`src/hdl/named_shared_variable_table_unit_macros.svh`:
```
// ----------------------------------------------------------------------------
// Named shared variable table assertion macros
// Concurrent check wrappers clocked on aclk for the variable table unit.
// ----------------------------------------------------------------------------
`ifndef NAMED_SHARED_VARIABLE_TABLE_UNIT_MACROS_SVH
`define NAMED_SHARED_VARIABLE_TABLE_UNIT_MACROS_SVH

// Check that is switched off while reset is held.
`define NSVT_CHECK(label, prop, msg) \
    label: assert property (@(posedge aclk) disable iff (!aresetn) (prop)) \
        else $error(msg);

// Check that stays active through reset; the property guards itself.
`define NSVT_CHECK_ALWAYS(label, prop, msg) \
    label: assert property (@(posedge aclk) (prop)) else $error(msg);

`endif

```
`src/hdl/nsvt_pkg.sv`:
```
`default_nettype none
// ----------------------------------------------------------------------------
// Named shared variable table package
// Item types, operation and status codes, and default sizes.
// ----------------------------------------------------------------------------
package nsvt_pkg;

    localparam int ENTRIES_DEF    = 16;
    localparam int NAME_BYTES_DEF = 8;
    localparam int KEY_BITS       = 64;
    localparam int VALUE_BITS     = 32;

    typedef enum logic [1:0] {
        OP_INIT = 2'd0,
        OP_GET  = 2'd1,
        OP_SET  = 2'd2,
        OP_ADD  = 2'd3
    } op_t;

    typedef enum logic [1:0] {
        ST_OK        = 2'd0,
        ST_NOT_FOUND = 2'd1,
        ST_FULL      = 2'd2
    } status_t;

    typedef struct packed {
        op_t                   opcode;
        logic [KEY_BITS-1:0]   name_key;
        logic [VALUE_BITS-1:0] operand_value;
    } req_t;

    typedef struct packed {
        logic [VALUE_BITS-1:0] read_value;
        logic                  created;
        status_t               status;
    } res_t;

endpackage
`default_nettype wire

```
`src/hdl/named_shared_variable_table_unit.sv`:
```
// Lookup: a name found in entry k ends the key memory scan there; a missing name is
// scanned against all ENTRIES entries, one entry a cycle.
// Throughput: one item at a time; a new item is taken the cycle after its result is
// registered.
// Reset: aresetn clears all live bits at once; key and value memories are not cleared.
// ----------------------------------------------------------------------------
// Named shared variable table unit
// Keyed table of 32-bit variables with init, get, set and add operations.
// Keys and values sit in memories with one read port and one write port, scanned in order.
// ----------------------------------------------------------------------------
`default_nettype none
`include "named_shared_variable_table_unit_macros.svh"

module named_shared_variable_table_unit
    import nsvt_pkg::*;
#(
    parameter int ENTRIES    = ENTRIES_DEF,
    parameter int NAME_BYTES = NAME_BYTES_DEF
) (
    input  wire logic aclk,
    input  wire logic aresetn,
    input  wire logic s_valid,
    output logic      s_ready,
    input  wire req_t s_data,
    output logic      m_valid,
    input  wire logic m_ready,
    output res_t      m_data
);

    localparam int KEY_W = 8 * NAME_BYTES;
    localparam int IDX_W = (ENTRIES > 1) ? $clog2(ENTRIES) : 1;
    localparam int CNT_W = $clog2(ENTRIES + 1);
    localparam logic [CNT_W-1:0] CNT_END = CNT_W'(ENTRIES);

    typedef enum logic [1:0] {
        IDLE,
        SCAN,
        RESP
    } state_t;

    state_t                state_reg, state_next;
    logic [CNT_W-1:0]      cnt_reg, cnt_next;
    logic                  cmp_vld_reg, cmp_vld_next;
    logic [IDX_W-1:0]      cmp_idx_reg, cmp_idx_next;
    logic                  free_vld_reg, free_vld_next;
    logic [IDX_W-1:0]      free_idx_reg, free_idx_next;
    logic [ENTRIES-1:0]    live_reg, live_next;
    logic                  m_valid_reg, m_valid_next;
    res_t                  m_data_reg, m_data_next;
    res_t                  res_reg, res_next;
    op_t                   op_reg;
    logic [KEY_W-1:0]      key_reg;
    logic [VALUE_BITS-1:0] operand_reg;

    logic [KEY_W-1:0]      key_mem [ENTRIES];
    logic [VALUE_BITS-1:0] val_mem [ENTRIES];
    logic [KEY_W-1:0]      key_rd_reg;
    logic [VALUE_BITS-1:0] val_rd_reg;

    logic                  accept;
    logic [IDX_W-1:0]      rd_addr;
    logic                  key_we;
    logic                  val_we;
    logic [IDX_W-1:0]      wr_addr;
    logic [VALUE_BITS-1:0] val_wdata;
    logic [VALUE_BITS-1:0] upd_value;
    logic                  match_hit;
    logic                  scan_end;

    assign s_ready = (state_reg == IDLE);
    assign accept  = s_valid && s_ready;
    assign m_valid = m_valid_reg;
    assign m_data  = m_data_reg;
    assign rd_addr = cnt_reg[IDX_W-1:0];

    assign match_hit = cmp_vld_reg && live_reg[cmp_idx_reg] && (key_rd_reg == key_reg);
    assign scan_end  = !cmp_vld_reg && (cnt_reg == CNT_END);

    always_comb begin
        case (op_reg)
            OP_SET:  upd_value = operand_reg;
            OP_ADD:  upd_value = val_rd_reg + operand_reg;
            default: upd_value = val_rd_reg;
        endcase
    end

    always_comb begin
        state_next    = state_reg;
        cnt_next      = cnt_reg;
        cmp_vld_next  = 1'b0;
        cmp_idx_next  = cmp_idx_reg;
        free_vld_next = free_vld_reg;
        free_idx_next = free_idx_reg;
        live_next     = live_reg;
        m_valid_next  = m_valid_reg && !m_ready;
        m_data_next   = m_data_reg;
        res_next      = res_reg;
        key_we        = 1'b0;
        val_we        = 1'b0;
        wr_addr       = cmp_idx_reg;
        val_wdata     = upd_value;

        case (state_reg)
            IDLE: begin
                if (accept) begin
                    state_next    = SCAN;
                    cnt_next      = '0;
                    free_vld_next = 1'b0;
                end
            end
            SCAN: begin
                if (cnt_reg != CNT_END) begin
                    cnt_next     = cnt_reg + 1'b1;
                    cmp_vld_next = 1'b1;
                    cmp_idx_next = rd_addr;
                end
                if (match_hit) begin
                    state_next   = RESP;
                    cmp_vld_next = 1'b0;
                    val_we       = (op_reg == OP_SET) || (op_reg == OP_ADD);
                    res_next     = '{read_value: upd_value, created: 1'b0, status: ST_OK};
                end else if (cmp_vld_reg && !live_reg[cmp_idx_reg]) begin
                    free_vld_next = 1'b1;
                    free_idx_next = cmp_idx_reg;
                end else if (scan_end) begin
                    state_next = RESP;
                    if (op_reg == OP_GET) begin
                        res_next = '{read_value: '0, created: 1'b0, status: ST_NOT_FOUND};
                    end else if (!free_vld_reg) begin
                        res_next = '{read_value: '0, created: 1'b0, status: ST_FULL};
                    end else begin
                        key_we    = 1'b1;
                        val_we    = 1'b1;
                        wr_addr   = free_idx_reg;
                        val_wdata = operand_reg;
                        live_next[free_idx_reg] = 1'b1;
                        res_next  = '{read_value: operand_reg, created: 1'b1, status: ST_OK};
                    end
                end
            end
            RESP: begin
                if (!m_valid_reg || m_ready) begin
                    m_valid_next = 1'b1;
                    m_data_next  = res_reg;
                    state_next   = IDLE;
                end
            end
            default: begin
                state_next = IDLE;
            end
        endcase
    end

    always_ff @(posedge aclk) begin
        if (!aresetn) begin
            state_reg    <= IDLE;
            cnt_reg      <= '0;
            cmp_vld_reg  <= 1'b0;
            free_vld_reg <= 1'b0;
            live_reg     <= '0;
            m_valid_reg  <= 1'b0;
        end else begin
            state_reg    <= state_next;
            cnt_reg      <= cnt_next;
            cmp_vld_reg  <= cmp_vld_next;
            free_vld_reg <= free_vld_next;
            live_reg     <= live_next;
            m_valid_reg  <= m_valid_next;
        end
    end

    always_ff @(posedge aclk) begin
        cmp_idx_reg  <= cmp_idx_next;
        free_idx_reg <= free_idx_next;
        res_reg      <= res_next;
        m_data_reg   <= m_data_next;
        if (accept) begin
            op_reg      <= s_data.opcode;
            key_reg     <= s_data.name_key[KEY_W-1:0];
            operand_reg <= s_data.operand_value;
        end
    end

    always_ff @(posedge aclk) begin
        if (key_we) begin
            key_mem[wr_addr] <= key_reg;
        end
        if (val_we) begin
            val_mem[wr_addr] <= val_wdata;
        end
        key_rd_reg <= key_mem[rd_addr];
        val_rd_reg <= val_mem[rd_addr];
    end

    `NSVT_CHECK(a_alloc_free_slot, key_we |-> !live_reg[wr_addr],
        "Key written into a live entry")
    `NSVT_CHECK(a_created_ok, m_valid && m_data.created |-> m_data.status == ST_OK,
        "Created item without ok status")
    `NSVT_CHECK_ALWAYS(a_live_grows,
        aresetn && $past(aresetn) |-> $countones(live_reg) >= $past($countones(live_reg)),
        "Live entry count dropped")

endmodule
`default_nettype wire
```
`config.mk`:
```
export PLATFORM = sky130hd
export DESIGN_NAME = named_shared_variable_table_unit
export DESIGN_NICKNAME = d
export VERILOG_FILES = /design/src/hdl/nsvt_pkg.sv /design/src/hdl/named_shared_variable_table_unit.sv
export VERILOG_INCLUDE_DIRS = /design/src /design/src/hdl
export SDC_FILE = /design/constraint.sdc
export NUM_CORES = 2
export LEC_CHECK = 0
export BUFFER_PORTS_ARGS = -buffer_cell sky130_fd_sc_hd__buf_2
export CAP_MARGIN = 30
export CORE_ASPECT_RATIO = 0.6
export CORE_UTILIZATION = 30
export DETAILED_ROUTE_END_ITERATION = 10
export SYNTH_ARGS = -nofsm -noshare
export SYNTH_HDL_FRONTEND = slang
export SYNTH_SLANG_ARGS = --single-unit
```
`constraint.sdc`:
```
create_clock -name aclk -period 7.2 [get_ports aclk]
set_clock_uncertainty 0.05 [all_clocks]
set_input_delay 0.36 -clock aclk [delete_from_list [all_inputs] [get_ports aclk]]
set_output_delay 0.36 -clock aclk [all_outputs]
set_load 0.05 [all_outputs]
```
# Word-level counts from Yosys, hierarchy flattened
# Memories as Yosys holds them, arrays and structs flattened. A register that Yosys moved wholly into a read port is not among the register bits.
# Cells that the tools add are included.
# classes
addsub,2
magnitude_cmp,3
eq_ne,16
n_mux,50
bitwise,6
reduce_logical,25
# op_table
cell,n
two-way mux 32 bit,6
two-way mux 35 bit,5
equality test 64 bit,1
case mux 32 bit (2 select lines),1
adder 32 bit,1
two-way mux 4 bit,6
two-way mux 1 bit,20
bitwise OR 16 bit,1
"< comparator 4 x 5 -> 1 bit, second input constant",2
two-way mux 2 bit,5
two-way mux 5 bit,2
"inequality test 2 bit, second input constant",5
case mux 5 bit (2 select lines),1
AND reduction 3 bit,3
AND reduction 4 bit,2
logical AND 1 bit,7
"equality test 2 bit, second input constant",3
"inequality test 3 bit, second input constant",2
case mux 2 bit (3 select lines),1
AND reduction 6 bit,1
"adder 5 x 1 -> 5 bit, second input constant",1
"equality test 5 bit, second input constant",1
"inequality test 5 bit, second input constant",1
NOT 1 bit,5
other kinds (12),19
# totals
reg_bits,202
mem_bits_rw,1536
out_inout_bits,37
memories,2
# memory_table
name,depth,word_bits,read_ports,rd_ports_with_merged_regs,write_ports,line_no,source
key_mem,16,64,1,1,1,named_shared_variable_table_unit.sv:55,logic [KEY_W-1:0] key_mem [ENTRIES];
val_mem,16,32,1,1,1,named_shared_variable_table_unit.sv:56,logic [VALUE_BITS-1:0] val_mem [ENTRIES];

# Logic depth before layout (Yosys ltp)
# logic_depth
ltp_word,9
depth_mapped,14
mapped_depth_nobuf,12

# Worst setup path after synthesis
# OpenSTA, ideal clock, no wires.
# synth_timing
path_kind,register -> register
start,register cnt_reg[0]
end,memory key_mem[14][0] in the netlist's numbering (enable)
t_arrival_ps,5400
t_required_ps,6662
slack_ps,1262
path_stages_with_launch,12
path_buffers,4
path_cell_list,dfxtp_1 -> clkbuf_1 -> buf_2 -> buf_1 -> inv_1 -> ha_1 -> and4bb_2 -> nor2b_1 -> nand3_1 -> clkbuf_1 -> a31oi_1 -> nor2_1
# synth_via
elab_chain_cells,8
word_cells_on_any_way,12
cone_classes,1 x eq/ne; 10 x mux; 1 x reduce/logical
# synth_lines
element,line_no,source
start: declaration,named_shared_variable_table_unit.sv:42,"logic [CNT_W-1:0] cnt_reg, cnt_next;"
start signal: assignment,named_shared_variable_table_unit.sv:164,cnt_reg <= cnt_next;
equality test 5 bit *,named_shared_variable_table_unit.sv:77,assign scan_end = !cmp_vld_reg && (cnt_reg == CNT_END);
logical AND 1 bit *,named_shared_variable_table_unit.sv:77,
two-way mux 1 bit,named_shared_variable_table_unit.sv:125,end else if (scan_end) begin
two-way mux 1 bit,named_shared_variable_table_unit.sv:122,end else if (cmp_vld_reg && !live_reg[cmp_idx_reg]) begin
two-way mux 1 bit,named_shared_variable_table_unit.sv:117,if (match_hit) begin
two-way mux 1 bit,named_shared_variable_table_unit.sv:103,case (state_reg)
two-way mux 1 bit,named_shared_variable_table_unit.sv:185,if (key_we) begin
two-way mux 1 bit (not written as such),named_shared_variable_table_unit.sv:186,key_mem[wr_addr] <= key_reg;
end: declaration,named_shared_variable_table_unit.sv:55,
# Every way passes the cells marked *; elsewhere a longest branch is shown, timed or not.

# Final worst setup path
# layout_timing
start,register key_reg[20]
end,memory val_mem[1][10] (enable)
# layout_via
elab_chain_cells,6
word_cells_on_any_way,8
cone_classes,1 x eq/ne; 6 x mux; 1 x reduce/logical
# layout_lines
element,line_no,source
start: declaration,named_shared_variable_table_unit.sv:52,logic [KEY_W-1:0] key_reg;
start signal: assignment,named_shared_variable_table_unit.sv:179,key_reg <= s_data.name_key[KEY_W-1:0];
equality test 64 bit *,named_shared_variable_table_unit.sv:76,assign match_hit = cmp_vld_reg && live_reg[cmp_idx_reg] && (key_rd_reg == key_reg);
logical AND 1 bit *,named_shared_variable_table_unit.sv:76,
two-way mux 1 bit,named_shared_variable_table_unit.sv:117,
two-way mux 1 bit,named_shared_variable_table_unit.sv:103,
two-way mux 1 bit,named_shared_variable_table_unit.sv:188,if (val_we) begin
two-way mux 1 bit (not written as such),named_shared_variable_table_unit.sv:189,val_mem[wr_addr] <= val_wdata;
end: declaration,named_shared_variable_table_unit.sv:56,
# Marks and branches as above.

==> metrics.md <==
| Metric | Value |
|---|---|
| Pwr Total | `22,300 uW` |
| Top reg by flops | `key_mem` |
| Die area | `235,000 sq um` |
| Status | `completed` |
| Vias per cell | `roughly 5.0` |
| Port bufs | `138` |
| Vias | `33,700` |
| Max Clk Rate | `0.199 GHz` |
| Leak | `0.0253 uW` |
| Max-cap violations | `0` |
| CTS Buffer Depth | `4` |
| Area grow syn2layout | `17.8%` |
| Largest net degree at the start of global routing | `145` |
| Routed Antenna Nets | `0` |
| WL per Instance | `around 25 microns` |
| Asr flop ratio synth | `0%` |
| Seq cells post-synth | `1,834` |
| Post-synth EDFFs | `1,712` |
| Setup_tns | `0 ns` |
| Top_reg_cell synth | `edfxtp_1` |
| Die width | `approximately 620 microns` |
| Commonest non-fill, non-tap cell in the layout | `edfxtp_1` |
| Nets | `3,690` |
| Syn Nets | `3,310` |
| First-pass GRT wire length | `247 mm` |
| Initial antenna violation count | `21` |
| Clock Pin Slew Worst Setup and Hold Paths | `0.06 ns` |
| Num CTS Buffers | `roughly 180` |
| CP cell instances | `xnor2_1 -> nand4_1 -> nor4_1 -> nand3_1 -> or4_2 -> a211oi_2 -> nand2_2 -> nor2_4 -> buf_4` |
| Crit-path max FO | `17` |
| Clock root cell | `clkbuf_16` |
| Syn_area_per_cell | `22.0 sq um` |
| Yosys warning total | `0` |
| Final hold violations | `0` |
| Die Y | `376 microns` |
| Register-to-register setup slack | `2.17 ns` |
| Share of layout cells above drive strength 1 | `28.0%` |
| Max FFs per register | `1,024` |
| CTS tree | `done` |
| H-tree depth | `4` |
| Slowest stage delay, CP | `between 0.8 and 0.9 ns` |
| CP max stage cell | `or4_2` |
| Sequential area share after synthesis | `77.2%` |
| Endpoint class of the critical path | `flop` |
| Initial drt markers | `about 3,700` |
| DR pass1 iterations | `5` |
| Commonest non-fill, non-tap cells in the layout | `edfxtp_1, mux4_2, clkbuf_16, buf_2, dfxtp_1` |
| GRT Total Usage | `14.5%` |
| Hold Crit Class | `in -> reg` |
| Initial core utilization | `between 30% and 40%` |
| Worst VDD drop | `0.193 mV` |
| Power Dens Cells | `272 nW/um^2` |
| Yosys cell types | `75` |
| Hold_buf cts | `101` |
| PostCTS Resize Cnt | `0` |
| Row cnt | `136` |
| Core Box Area | `230,000 sq um` |
| Fin crit share | `69.8%` |
| Routed WL | `172 mm` |
| Post-CTS Setup Bufs | `0` |
| Vias in the first global route | `~33,000` |
| Kind of critical path | `reg -> reg` |
| RSZ-0062 raised after global routing | `no` |
| Slew headroom | `17.4%` |
| Hold slack final | `between 0.15 and 0.2 ns` |
| Top flop regs | `key_mem: 1024 flops, val_mem: 512 flops` |
| Syn Inst Count | `between 3,000 and 4,000` |
| Worst-Margin Slew | `approximately 1.2 ns` |
| Max Slew Vio Count | `0` |
| Nature of the critical path startpoint | `flop` |
| Latest clock arrival within the worst-skew pair | `approximately 0.84 ns` |
| Clock Sinks | `1,834` |
| Critical Path RT | `7.69 ns` |
| Remaining global-route overflow | `0` |
| Mapped Area | `69,800 sq um` |
| Num ports | `139` |
| HPWL after DPL | `about 100 mm` |
| Fin crit period | `5.03 ns` |
| GPL Wtd Cong | `roughly 0.83` |
| Crit path DAT | `5.51 ns` |
| Drc violations | `0` |
| Final Setup Violations | `0` |
[synthesized netlist by cell type, types with 4 or more instances]
master     instances  area (sq um)
a211oi_1           6          45.0
a21boi_0           4          30.0
a21o_1            21           158
a21oi_1           52           260
a31oi_1           18           113
and2_1             5          31.3
and3_1             8          50.1
buf_1             41           154
buf_2              5          25.0
clkbuf_1          98           368
dfxtp_1          122          2440
edfxtp_1        1712         51400
ha_1              33           413
inv_1             32           120
mux2i_1           20           200
mux4_1             4           105
mux4_2           480         10800
nand2_1           83           312
nand2b_1           8          50.1
nand3_1           31           155
nand4_1           15          93.8
nor2_1            93           349
nor2b_1            8          50.1
nor3_1             9          45.0
nor4_1            10          62.6
o211ai_1           7          52.6
o21a_1            21           158
o21ai_0           72           360
o21bai_1           5          37.5
o22ai_1            5          31.3
o2bb2ai_1          6          52.6
o31ai_1            4          30.0
or3_1              8          50.1
xnor2_1           39           342
xor2_1            35           307
[per-stage QoR]
stage | area [sq um] | instances | util [%] | setup slack [ns]
detailed placement | 75200 | 6375 | 32.7 | 2.23
global route | 82200 | 6800 | 35.7 | 1.92
floorplan | 69800 | 3174 | - | 1.26
finish | 82200 | 6803 | 35.7 | 2.17
CTS | 82000 | 6792 | 35.7 | 2.20
global placement | 75000 | 6363 | 32.6 | 2.22
[worst max-delay path, delay by kind of cell (launching register included)]
| kind | cells | cell delay, ns |
|---|---|---|
| buffers and inverters | 1 | 0.33 |
| XOR/XNOR | 1 | 0.69 |
| AND/OR/NAND/NOR | 6 | 2.66 |
| flip-flops | 1 | 0.59 |
| AO/OA/AOI/OAI | 1 | 0.45 |
[power breakdown]
part           internal, uW  switching, uW  total [uW]
registers             11800            142       11900
clock network          5460           3950        9410
logic                   443            563        1010
[layer usage]
metal  GRT usage [%]  vias to the layer above  part of all wire (%)
li1                -                    14100                     -
met1            21.5                    18100                    46
met2            21.0                     1276                    44
met3            4.02                      234                   8.7
met4            3.26                        8                   2.0
met5               0                        -                 0.027
[final timing paths]
kind,from,to,depth (start not counted)
worst max-delay path,key_reg[20]$_DFFE_PP_,val_mem[1][10]$_DFFE_PP_,9
worst min-delay path,s_valid,state_reg[0]$_SDFFE_PN0P_,3
worst max register to register,key_reg[20]$_DFFE_PP_,val_mem[1][10]$_DFFE_PP_,9
worst min register to register,res_reg[28]$_DFFE_PP_,m_data[28]$_DFFE_PP_,0
[logic make-up after synthesis]
logic type,Yosys count,synth area share [%]
AND/OR/NAND/NOR,292,1.95
buffers and inverters,180,0.999
flip-flops,1834,77.2
AO/OA/AOI/OAI,253,2.33
adder cells (fa/ha/maj),34,0.620
XOR/XNOR,74,0.929
multiplexers,507,16.0
[final cells by class]
class | instances | area, sq um
well taps | 3105 | 3880
clock buffers | 222 | 4700
multi-input cells | 1160 | 15500
diodes | 6 | 15.0
flip-flops and latches | 1834 | 53900
clock inverters | 94 | 1100
inverters | 34 | 133
repair buffers | 348 | 2980
fillers | 21100 | 148000
Power figures use the tool's default switching activity.
